--- src/hw/rtl/fct_pkg.sv ---
// Shared constants, codes and controller/datapath interface types for the chain table engine.
package fct_pkg;

  localparam int TABLE_DEPTH = 32;
  localparam int IDX_W       = $clog2(TABLE_DEPTH);
  localparam int CNT_W       = $clog2(TABLE_DEPTH + 1);

  // Link marker codes; every value at or above LINK_META is a marker
  localparam logic [31:0] LINK_FREE = 32'hffff_ffff;
  localparam logic [31:0] LINK_EOC  = 32'hffff_fffe;
  localparam logic [31:0] LINK_META = 32'hffff_fffc;

  // Operation codes
  localparam logic [2:0] OP_SET    = 3'd0;
  localparam logic [2:0] OP_LINK   = 3'd1;
  localparam logic [2:0] OP_FOLLOW = 3'd2;
  localparam logic [2:0] OP_FIND   = 3'd3;
  localparam logic [2:0] OP_CLEAR  = 3'd4;

  // Result status codes
  localparam logic [2:0] ST_OK     = 3'd0;
  localparam logic [2:0] ST_RANGE  = 3'd1;
  localparam logic [2:0] ST_BROKEN = 3'd2;
  localparam logic [2:0] ST_LOOP   = 3'd3;
  localparam logic [2:0] ST_FULL   = 3'd4;

  // Source of the result index
  typedef enum logic [1:0] {
    IDX_ZERO,
    IDX_POS,
    IDX_CUR,
    IDX_SCAN
  } idx_sel_t;

  typedef struct packed {
    logic       load;
    logic       set_write;
    logic       link_write;
    logic       chain_drop;
    logic       clear;
    logic       walk_start;
    logic       walk_step;
    logic       scan_start;
    logic       scan_next;
    logic       read_scan;
    logic       emit;
    idx_sel_t   idx_sel;
    logic [2:0] status;
    logic       last;
  } cmd_t;

  typedef struct packed {
    logic [2:0] op;
    logic       pos_in_range;
    logic       pos_marker;
    logic       cur_in_range;
    logic       cur_marker;
    logic       steps_done;
    logic       entry_free;
    logic       scan_end;
    logic       slot_free;
  } sts_t;

endpackage

--- src/hw/rtl/fct_ctrl.sv ---
// Controller: sequences each operation and issues datapath commands.
module fct_ctrl (
  input  logic          clk,
  input  logic          rst,
  input  logic          in_valid,
  output logic          in_ready,
  input  fct_pkg::sts_t sts,
  output fct_pkg::cmd_t cmd
);

  typedef enum logic [1:0] {
    S_IDLE,
    S_EXEC,
    S_WALK,
    S_SCAN
  } state_t;

  state_t state;
  state_t state_next;

  assign in_ready = (state == S_IDLE);

  // Command decode and next state
  always_comb begin
    cmd        = '0;
    state_next = state;
    unique case (state)
      S_IDLE: begin
        if (in_valid) begin
          cmd.load   = 1'b1;
          state_next = S_EXEC;
        end
      end
      S_EXEC: begin
        if (sts.slot_free) begin
          state_next = S_IDLE;
          cmd.emit   = 1'b1;
          cmd.last   = 1'b1;
          unique case (sts.op)
            fct_pkg::OP_SET: begin
              cmd.set_write = sts.pos_in_range;
              cmd.status    = sts.pos_in_range ? fct_pkg::ST_OK : fct_pkg::ST_RANGE;
            end
            fct_pkg::OP_LINK: begin
              cmd.idx_sel    = fct_pkg::IDX_POS;
              cmd.link_write = sts.pos_in_range;
              cmd.chain_drop = !sts.pos_in_range;
              cmd.status     = sts.pos_in_range ? fct_pkg::ST_OK : fct_pkg::ST_RANGE;
            end
            fct_pkg::OP_FOLLOW: begin
              if (sts.pos_marker) begin
                cmd.status = fct_pkg::ST_OK;
              end else if (!sts.pos_in_range) begin
                cmd.status = fct_pkg::ST_RANGE;
              end else begin
                cmd.emit       = 1'b0;
                cmd.last       = 1'b0;
                cmd.walk_start = 1'b1;
                state_next     = S_WALK;
              end
            end
            fct_pkg::OP_FIND: begin
              cmd.emit       = 1'b0;
              cmd.last       = 1'b0;
              cmd.scan_start = 1'b1;
              state_next     = S_SCAN;
            end
            fct_pkg::OP_CLEAR: begin
              cmd.clear  = 1'b1;
              cmd.status = fct_pkg::ST_OK;
            end
            default: begin
              cmd.status = fct_pkg::ST_RANGE;
            end
          endcase
        end
      end
      S_WALK: begin
        // One table read per emitted chain element
        if (sts.slot_free) begin
          cmd.emit = 1'b1;
          if (sts.cur_in_range && !sts.steps_done) begin
            cmd.idx_sel   = fct_pkg::IDX_CUR;
            cmd.status    = fct_pkg::ST_OK;
            cmd.walk_step = 1'b1;
          end else begin
            cmd.last   = 1'b1;
            state_next = S_IDLE;
            if (sts.cur_in_range) begin
              cmd.status = fct_pkg::ST_LOOP;
            end else begin
              cmd.status = sts.cur_marker ? fct_pkg::ST_OK : fct_pkg::ST_BROKEN;
            end
          end
        end
      end
      S_SCAN: begin
        // Advance one entry per cycle while the result register has room, until a free one or the end
        cmd.read_scan = 1'b1;
        if (sts.slot_free) begin
          if (sts.entry_free) begin
            cmd.emit    = 1'b1;
            cmd.last    = 1'b1;
            cmd.idx_sel = fct_pkg::IDX_SCAN;
            cmd.status  = fct_pkg::ST_OK;
            state_next  = S_IDLE;
          end else if (sts.scan_end) begin
            cmd.emit   = 1'b1;
            cmd.last   = 1'b1;
            cmd.status = fct_pkg::ST_FULL;
            state_next = S_IDLE;
          end else begin
            cmd.scan_next = 1'b1;
          end
        end
      end
      default: begin
        state_next = S_IDLE;
      end
    endcase
  end

  always_ff @(posedge clk) begin
    if (rst) begin
      state <= S_IDLE;
    end else begin
      state <= state_next;
    end
  end

  // Never load the result register while it still holds an untaken result
  a_emit_slot: assert property (@(posedge clk) disable iff (rst)
    cmd.emit |-> sts.slot_free)
    else $error("result emitted into an occupied result register");

  // A transferred item always goes to execution next
  a_load_exec: assert property (@(posedge clk) disable iff (rst)
    (in_valid && in_ready) |=> (state == S_EXEC))
    else $error("accepted item not executed");

  // The walk never steps past the table depth
  a_walk_bound: assert property (@(posedge clk) disable iff (rst)
    cmd.walk_step |-> !sts.steps_done)
    else $error("chain walk exceeded table depth");

  // A stalled walk holds its place
  a_walk_hold: assert property (@(posedge clk) disable iff (rst)
    (state == S_WALK && !sts.slot_free) |=> (state == S_WALK))
    else $error("walk left while result register was full");

endmodule

--- config.mk ---
export PLATFORM = sky130hd
export DESIGN_NAME = fct_ctrl
export DESIGN_NICKNAME = d
export VERILOG_FILES = /design/src/hw/rtl/fct_pkg.sv /design/src/hw/rtl/fct_ctrl.sv
export SDC_FILE = /design/constraint.sdc
export NUM_CORES = 1
export LEC_CHECK = 0
export BUFFER_PORTS_ARGS = -buffer_cell sky130_fd_sc_hd__buf_2
export CORE_AREA = 2 2 39 41
export DETAILED_ROUTE_END_ITERATION = 16
export DIE_AREA = 0 0 41 43
export GPL_ROUTABILITY_DRIVEN = 1
export PLACE_DENSITY = 0.66
export SETUP_SLACK_MARGIN = 0.15
export SLEW_MARGIN = 10
export SYNTH_ARGS = -nofsm -noshare
export SYNTH_HDL_FRONTEND = slang
export SYNTH_SLANG_ARGS = --single-unit
--- constraint.sdc ---
create_clock -name clk -period 1.51 [get_ports clk]
set_input_delay 0.302 -clock clk [delete_from_list [all_inputs] [get_ports clk]]
set_output_delay 0.302 -clock clk [all_outputs]
set_load 0.02 [all_outputs]
==> Word level (Yosys, flattened, before mapping) <==
Cells that the tools add are included.
{ "classes": {"n_eq_ne": 13, "muxes": 52, "n_reduce_logical": 8} }
{ "ops": {"columns": ["operator", "count"], "rows": [
  ["two-way mux 2 bit", 15],
  ["two-way mux 1 bit", 24],
  ["two-way mux 7 bit", 3],
  ["one-hot mux 7 bit (3 select lines)", 1],
  ["two-way mux 5 bit", 2],
  ["!= test 2 bit, second input constant", 5],
  ["one-hot mux 3 bit (3 select lines)", 1],
  ["two-way mux 4 bit", 2],
  ["one-hot mux 2 bit (4 select lines)", 1],
  ["== test 3 x 2 -> 1 bit, second input constant", 2],
  ["AND reduction 6 bit", 1],
  ["== test 2 bit, second input constant", 2],
  ["one-hot mux 2 bit (2 select lines)", 1],
  ["OR reduction 2 bit", 2],
  ["== test 3 x 1 -> 1 bit, second input constant", 1],
  ["== test 3 bit, second input constant", 1],
  ["logical NOT 3 bit", 1],
  ["two-way mux 3 bit", 1],
  ["!= test 3 bit, second input constant", 1],
  ["== test 2 x 1 -> 1 bit, second input constant", 1],
  ["logical NOT 1 bit", 2],
  ["logical NOT 2 bit", 1],
  ["one-hot mux 1 bit (2 select lines)", 1],
  ["logical AND 1 bit", 1]
]} }
{ "totals": {"reg_bits": 2, "input_bits": 14, "output_inout_bits": 18, "elab_cells": 74} }

==> Depth between registers and ports, before layout <==
{ "depth": {"ltp_word": 5, "mapped_depth": 4, "ltp_nobuf": 3} }

==> Worst setup path after synthesis <==
Ideal clock, no wire load.
{ "synth_timing": {"path_kind": "register -> output", "startpoint": "register state[1]", "endpoint": "output cmd[2] (netlist bit)", "arrival_time_ns": 1.731, "required_ns": 1.208, "slack_ns": -0.523, "path_stages_with_launch": 4, "path_buffers": 1, "cell_sequence": "dfxtp_1 buf_2 nand2_1 a2111oi_0"} }
{ "synth_lines": {"columns": ["element", "line", "rtl"], "rows": [
  ["start, declared", "fct_ctrl.sv:18", "state_t state;"],
  ["start signal, assigned", "fct_ctrl.sv:127", "state <= state_next;"],
  ["end, declared", "fct_ctrl.sv:8", "output fct_pkg::cmd_t cmd"]
]} }

==> impl_summary.md <==
Clocking
The clock root buffer is sky130_fd_sc_hd__clkbuf_4. The clock passes through at most 2 buffers. TritonCTS built the clock tree. The sink count of the clock tree is 2.

In this run, CTS created clock tree buffers numbering 3. The clock-pin slew on the worst setup and hold paths is 0.03 ns. The deepest level of the CTS H-tree is 1. The clock insertion delay at the later pin of the skew report is 0.23 ns.

The number of hold buffers added after CTS was 0.

GRT
The met1 global-route usage is 0.214. The via count of the first global-routing pass is 656. The met3 track demand over resource is 0.0576. In the global route stage, met2 resource usage came out at 0.400. The maximum number of pins on one net before global-route repair is 10. The first global-routing pass estimated 2670 µm of wire. The sum of overflow across all layers after global routing is 0.

met2 is the most crowded layer. In the global route stage, overall resource usage came out at 0.218. The initial antenna violation count is 0.

Min path
The worst hold path was traced through 2 stages. The path class of the lowest-slack min-delay path is in -> reg.

Synth
The number of register bits inferred by synthesis is 2. In this run, distinct cell masters in the synthesized netlist total 31. The synthesized netlist occupies a cell area of 417 µm². The post-synth net total is 73.

Among all flip-flop cells after synthesis, the most frequent one is sky130_fd_sc_hd__dfxtp_1. The register area share after synthesis is 0.0961. Counting flops with a built-in enable in the synthesized netlist gives 0. Of all flip-flops after synthesis, the portion carrying an async set or reset was 0.

After technology mapping, the gate count stands at 59. The synthesis warning total is 0. The average size of a mapped cell is 7.06 µm².

Worst setup path
The worst stage delay on the critical path is 0.42 ns. The number of cells on the worst reg-to-reg path is 4. STA classifies the critical path endpoint as an output pin. The critical path runs through a total of 5 cells. On the critical path, the stage with the largest delay is an instance of sky130_fd_sc_hd__or3b_4. The category of the most critical setup path is reg -> out. The maximum fanout encountered on the critical timing path is 3.

STA classifies the critical path startpoint as a register. STA puts the critical path data arrival time at 1.51 ns. The kind of cell adding the most delay to the critical path is simple AND/OR/NAND/NOR gates.

STA puts the critical path data required time at 1.21 ns. Among the stages of the critical path, the cell type that occurs most often is sky130_fd_sc_hd__buf_6. The buffer and inverter count on the worst path is 2.

Traced cell by cell, the critical path runs through nand3b_4 -> or3b_4 -> buf_6 -> nor3_4 -> buf_6.

Place
The minimum setup slack after placement is -0.177 ns. The HPWL reported at the end of detailed placement is 1150 µm. Routability-driven placement finished with a final weighted congestion of 0.696. The number of placed instances, taps included is 117. During placement, the flow inserted port buffers numbering 31.

STA
The max-slew violation count came to 0. Setup repair after global routing could not meet its margin everywhere. The final period utilization is 1.20. Setup violations remaining at the end of the flow were counted as 15. Across the routed clock network, the largest skew measured is 0.00861 ns.

The post-layout worst setup margin is -0.298 ns. The hold violation count in the final report is 0. The transition at the pin with the smallest max-transition slack is 0.402 ns. After layout, the minimum clock period comes to 1.81 ns. Headroom to the max-slew limit came out at 0.729. Derived from the worst setup path, the maximum achievable clock frequency is 553 MHz.

Routing
For this run, design rule violations remaining after detail routing come to 0. The total via count in the routed design is 692. The detailed router's first-iteration violation count is 9. The first TritonRoute pass finished after 4 iterations.

The routed wire length per instance is 14.3 µm. Summed over all layers, the routed wires come to 1860 µm. After detailed routing, the number of vias per cell comes to 5.32.

The remaining antenna violation count after routing is 0.

Layout
The total of fill cells in the finished design is 94. Counting flops per register, the top entry is state. The final layout contains 130 nets.

The final cell count without fillers is 130. The repair_antennas step left the layout with diodes totalling 0. In the final layout, the registers with the most flip-flops are state x2. For this run, the share of the core covered by cells in the final layout is 0.784.

The post-synthesis to final-layout area growth is 160%. In the final layout, the share of cells above drive strength 1 is 0.737. The register with the most flip-flops in the layout has 2 of them.

Floorplan
The initial utilization of the core area, before any placement, comes to 0.301. The I/O pin total is 32. The vertical die dimension is 43 µm. The area enclosed by the die boundary is 1760 µm². In this run the core area contains 14 standard-cell rows. The die span in x is 41 µm. The core area is 1380 µm².

Pwr
The cell area power density is 377 nW/µm². The worst-case IR drop observed on VDD is 0.000256 V. The analysis attributes to cell leakage a power of 0.000491 µW.

Run status
The final reports fail on setup timing. The flow ran to the end, but the final reports show violations.

Run
The count of maximum capacitance violations is 0.
==> cell usage after synthesis (2+ instances only) <==
| cell type | number | area, µm² |
|---|---|---|
| sky130_fd_sc_hd__nand2_1 | 6 | 22.5 |
| sky130_fd_sc_hd__nor2_1 | 5 | 18.8 |
| sky130_fd_sc_hd__inv_1 | 4 | 15.0 |
| sky130_fd_sc_hd__nor3_1 | 4 | 20.0 |
| sky130_fd_sc_hd__o21ai_0 | 4 | 20.0 |
| sky130_fd_sc_hd__a21oi_1 | 3 | 15.0 |
| sky130_fd_sc_hd__nand2b_1 | 3 | 18.8 |
| sky130_fd_sc_hd__nor2b_1 | 3 | 18.8 |
| sky130_fd_sc_hd__a311oi_1 | 2 | 17.5 |
| sky130_fd_sc_hd__and2_1 | 2 | 12.5 |
| sky130_fd_sc_hd__dfxtp_1 | 2 | 40.0 |
| sky130_fd_sc_hd__nor3b_1 | 2 | 15.0 |
==> final timing paths <==
check                              from               endpoint  slack (ns)
setup / recovery  state[1]$_SDFFE_PP0P_                cmd[15]       -0.30
hold / removal                      rst  state[0]$_SDFFE_PP0P_        0.30
setup reg to reg  state[0]$_SDFFE_PP0P_  state[1]$_SDFFE_PP0P_        0.17
hold reg to reg   state[0]$_SDFFE_PP0P_  state[1]$_SDFFE_PP0P_        0.76
==> per-stage QoR <==
step | total power (µW) | TNS (ns) | hold slack, ns | cell area [µm²]
2_1_floorplan | 144 | -0.161 | 0.367 | 497
3_3_place_gp | 219 | -0.365 | 0.501 | 759
3_5_place_dp | 221 | -0.400 | 0.501 | 759
4_1_cts | 388 | -2.33 | 0.265 | 980
5_1_grt | 437 | -3.08 | 0.279 | 1080
6_report | 409 | -2.32 | 0.297 | 1080
==> report_power, final <==
part	switching (µW)	internal [µW]
registers	3.47	56.6
clock network	32.0	87.8
logic	118	112
total	153	256
==> worst register-to-register path: cells and delay by family (launching register included) <==
kind | cells | cell delay, ns
AO/OA/AOI/OAI | 2 | 0.57
flip-flops | 1 | 0.33
buffers and inverters | 2 | 0.30
==> per-layer routing <==
layer / vias up / wire, µm / part of all wire
li1: 329 / - / -
met1: 318 / 672 / 0.36
met2: 41 / 1030 / 0.56
met3: 4 / 129 / 0.069
met4: 0 / 23 / 0.012
met5: - / 0 / 0
==> kinds of logic (layout without fill, tap and decap cells) <==
| logic type | Yosys count | in the layout | synth area share |
|---|---|---|---|
| and+or+nand+nor | 33 | 33 | 0.538 |
| AOI/OAI and AO/OA | 17 | 17 | 0.285 |
| buffers and inverters | 6 | 61 | 0.0570 |
| DFF | 2 | 2 | 0.0961 |
| muxes | 1 | 1 | 0.0240 |
==> final cells by class <==
cell class,count,area [µm²],share of cell area
Timing Repair Buffer,54,459,0.423
Clock buffer,3,22.5,0.0208
Sequential cell,2,42.5,0.0392
Multi-Input combinational cell,51,526,0.484
Tap cell,16,20.0,0.0185
Inverter,4,15.0,0.0138
==> placed cells by master, fill, tap and decap left out, types with 3 or more instances in the layout <==
master,synthesis,final
sky130_fd_sc_hd__buf_2,1,13
sky130_fd_sc_hd__buf_4,0,19
sky130_fd_sc_hd__buf_6,0,21
sky130_fd_sc_hd__clkbuf_4,0,3
sky130_fd_sc_hd__inv_1,4,4
sky130_fd_sc_hd__nand2_1,6,4
sky130_fd_sc_hd__nand2b_1,3,3
sky130_fd_sc_hd__nor2_4,0,3
sky130_fd_sc_hd__nor2b_1,3,3
sky130_fd_sc_hd__nor3_4,0,3
sky130_fd_sc_hd__o21ai_0,4,3
==> what timing repair did <==
action	4_1_cts	5_1_grt
pin swaps	12	7
setup buffers	7	3
setup endpoints to repair	17	19
hold endpoints to repair	0	0
gates resized for setup	43	19
(Power assumes the default switching activity.)
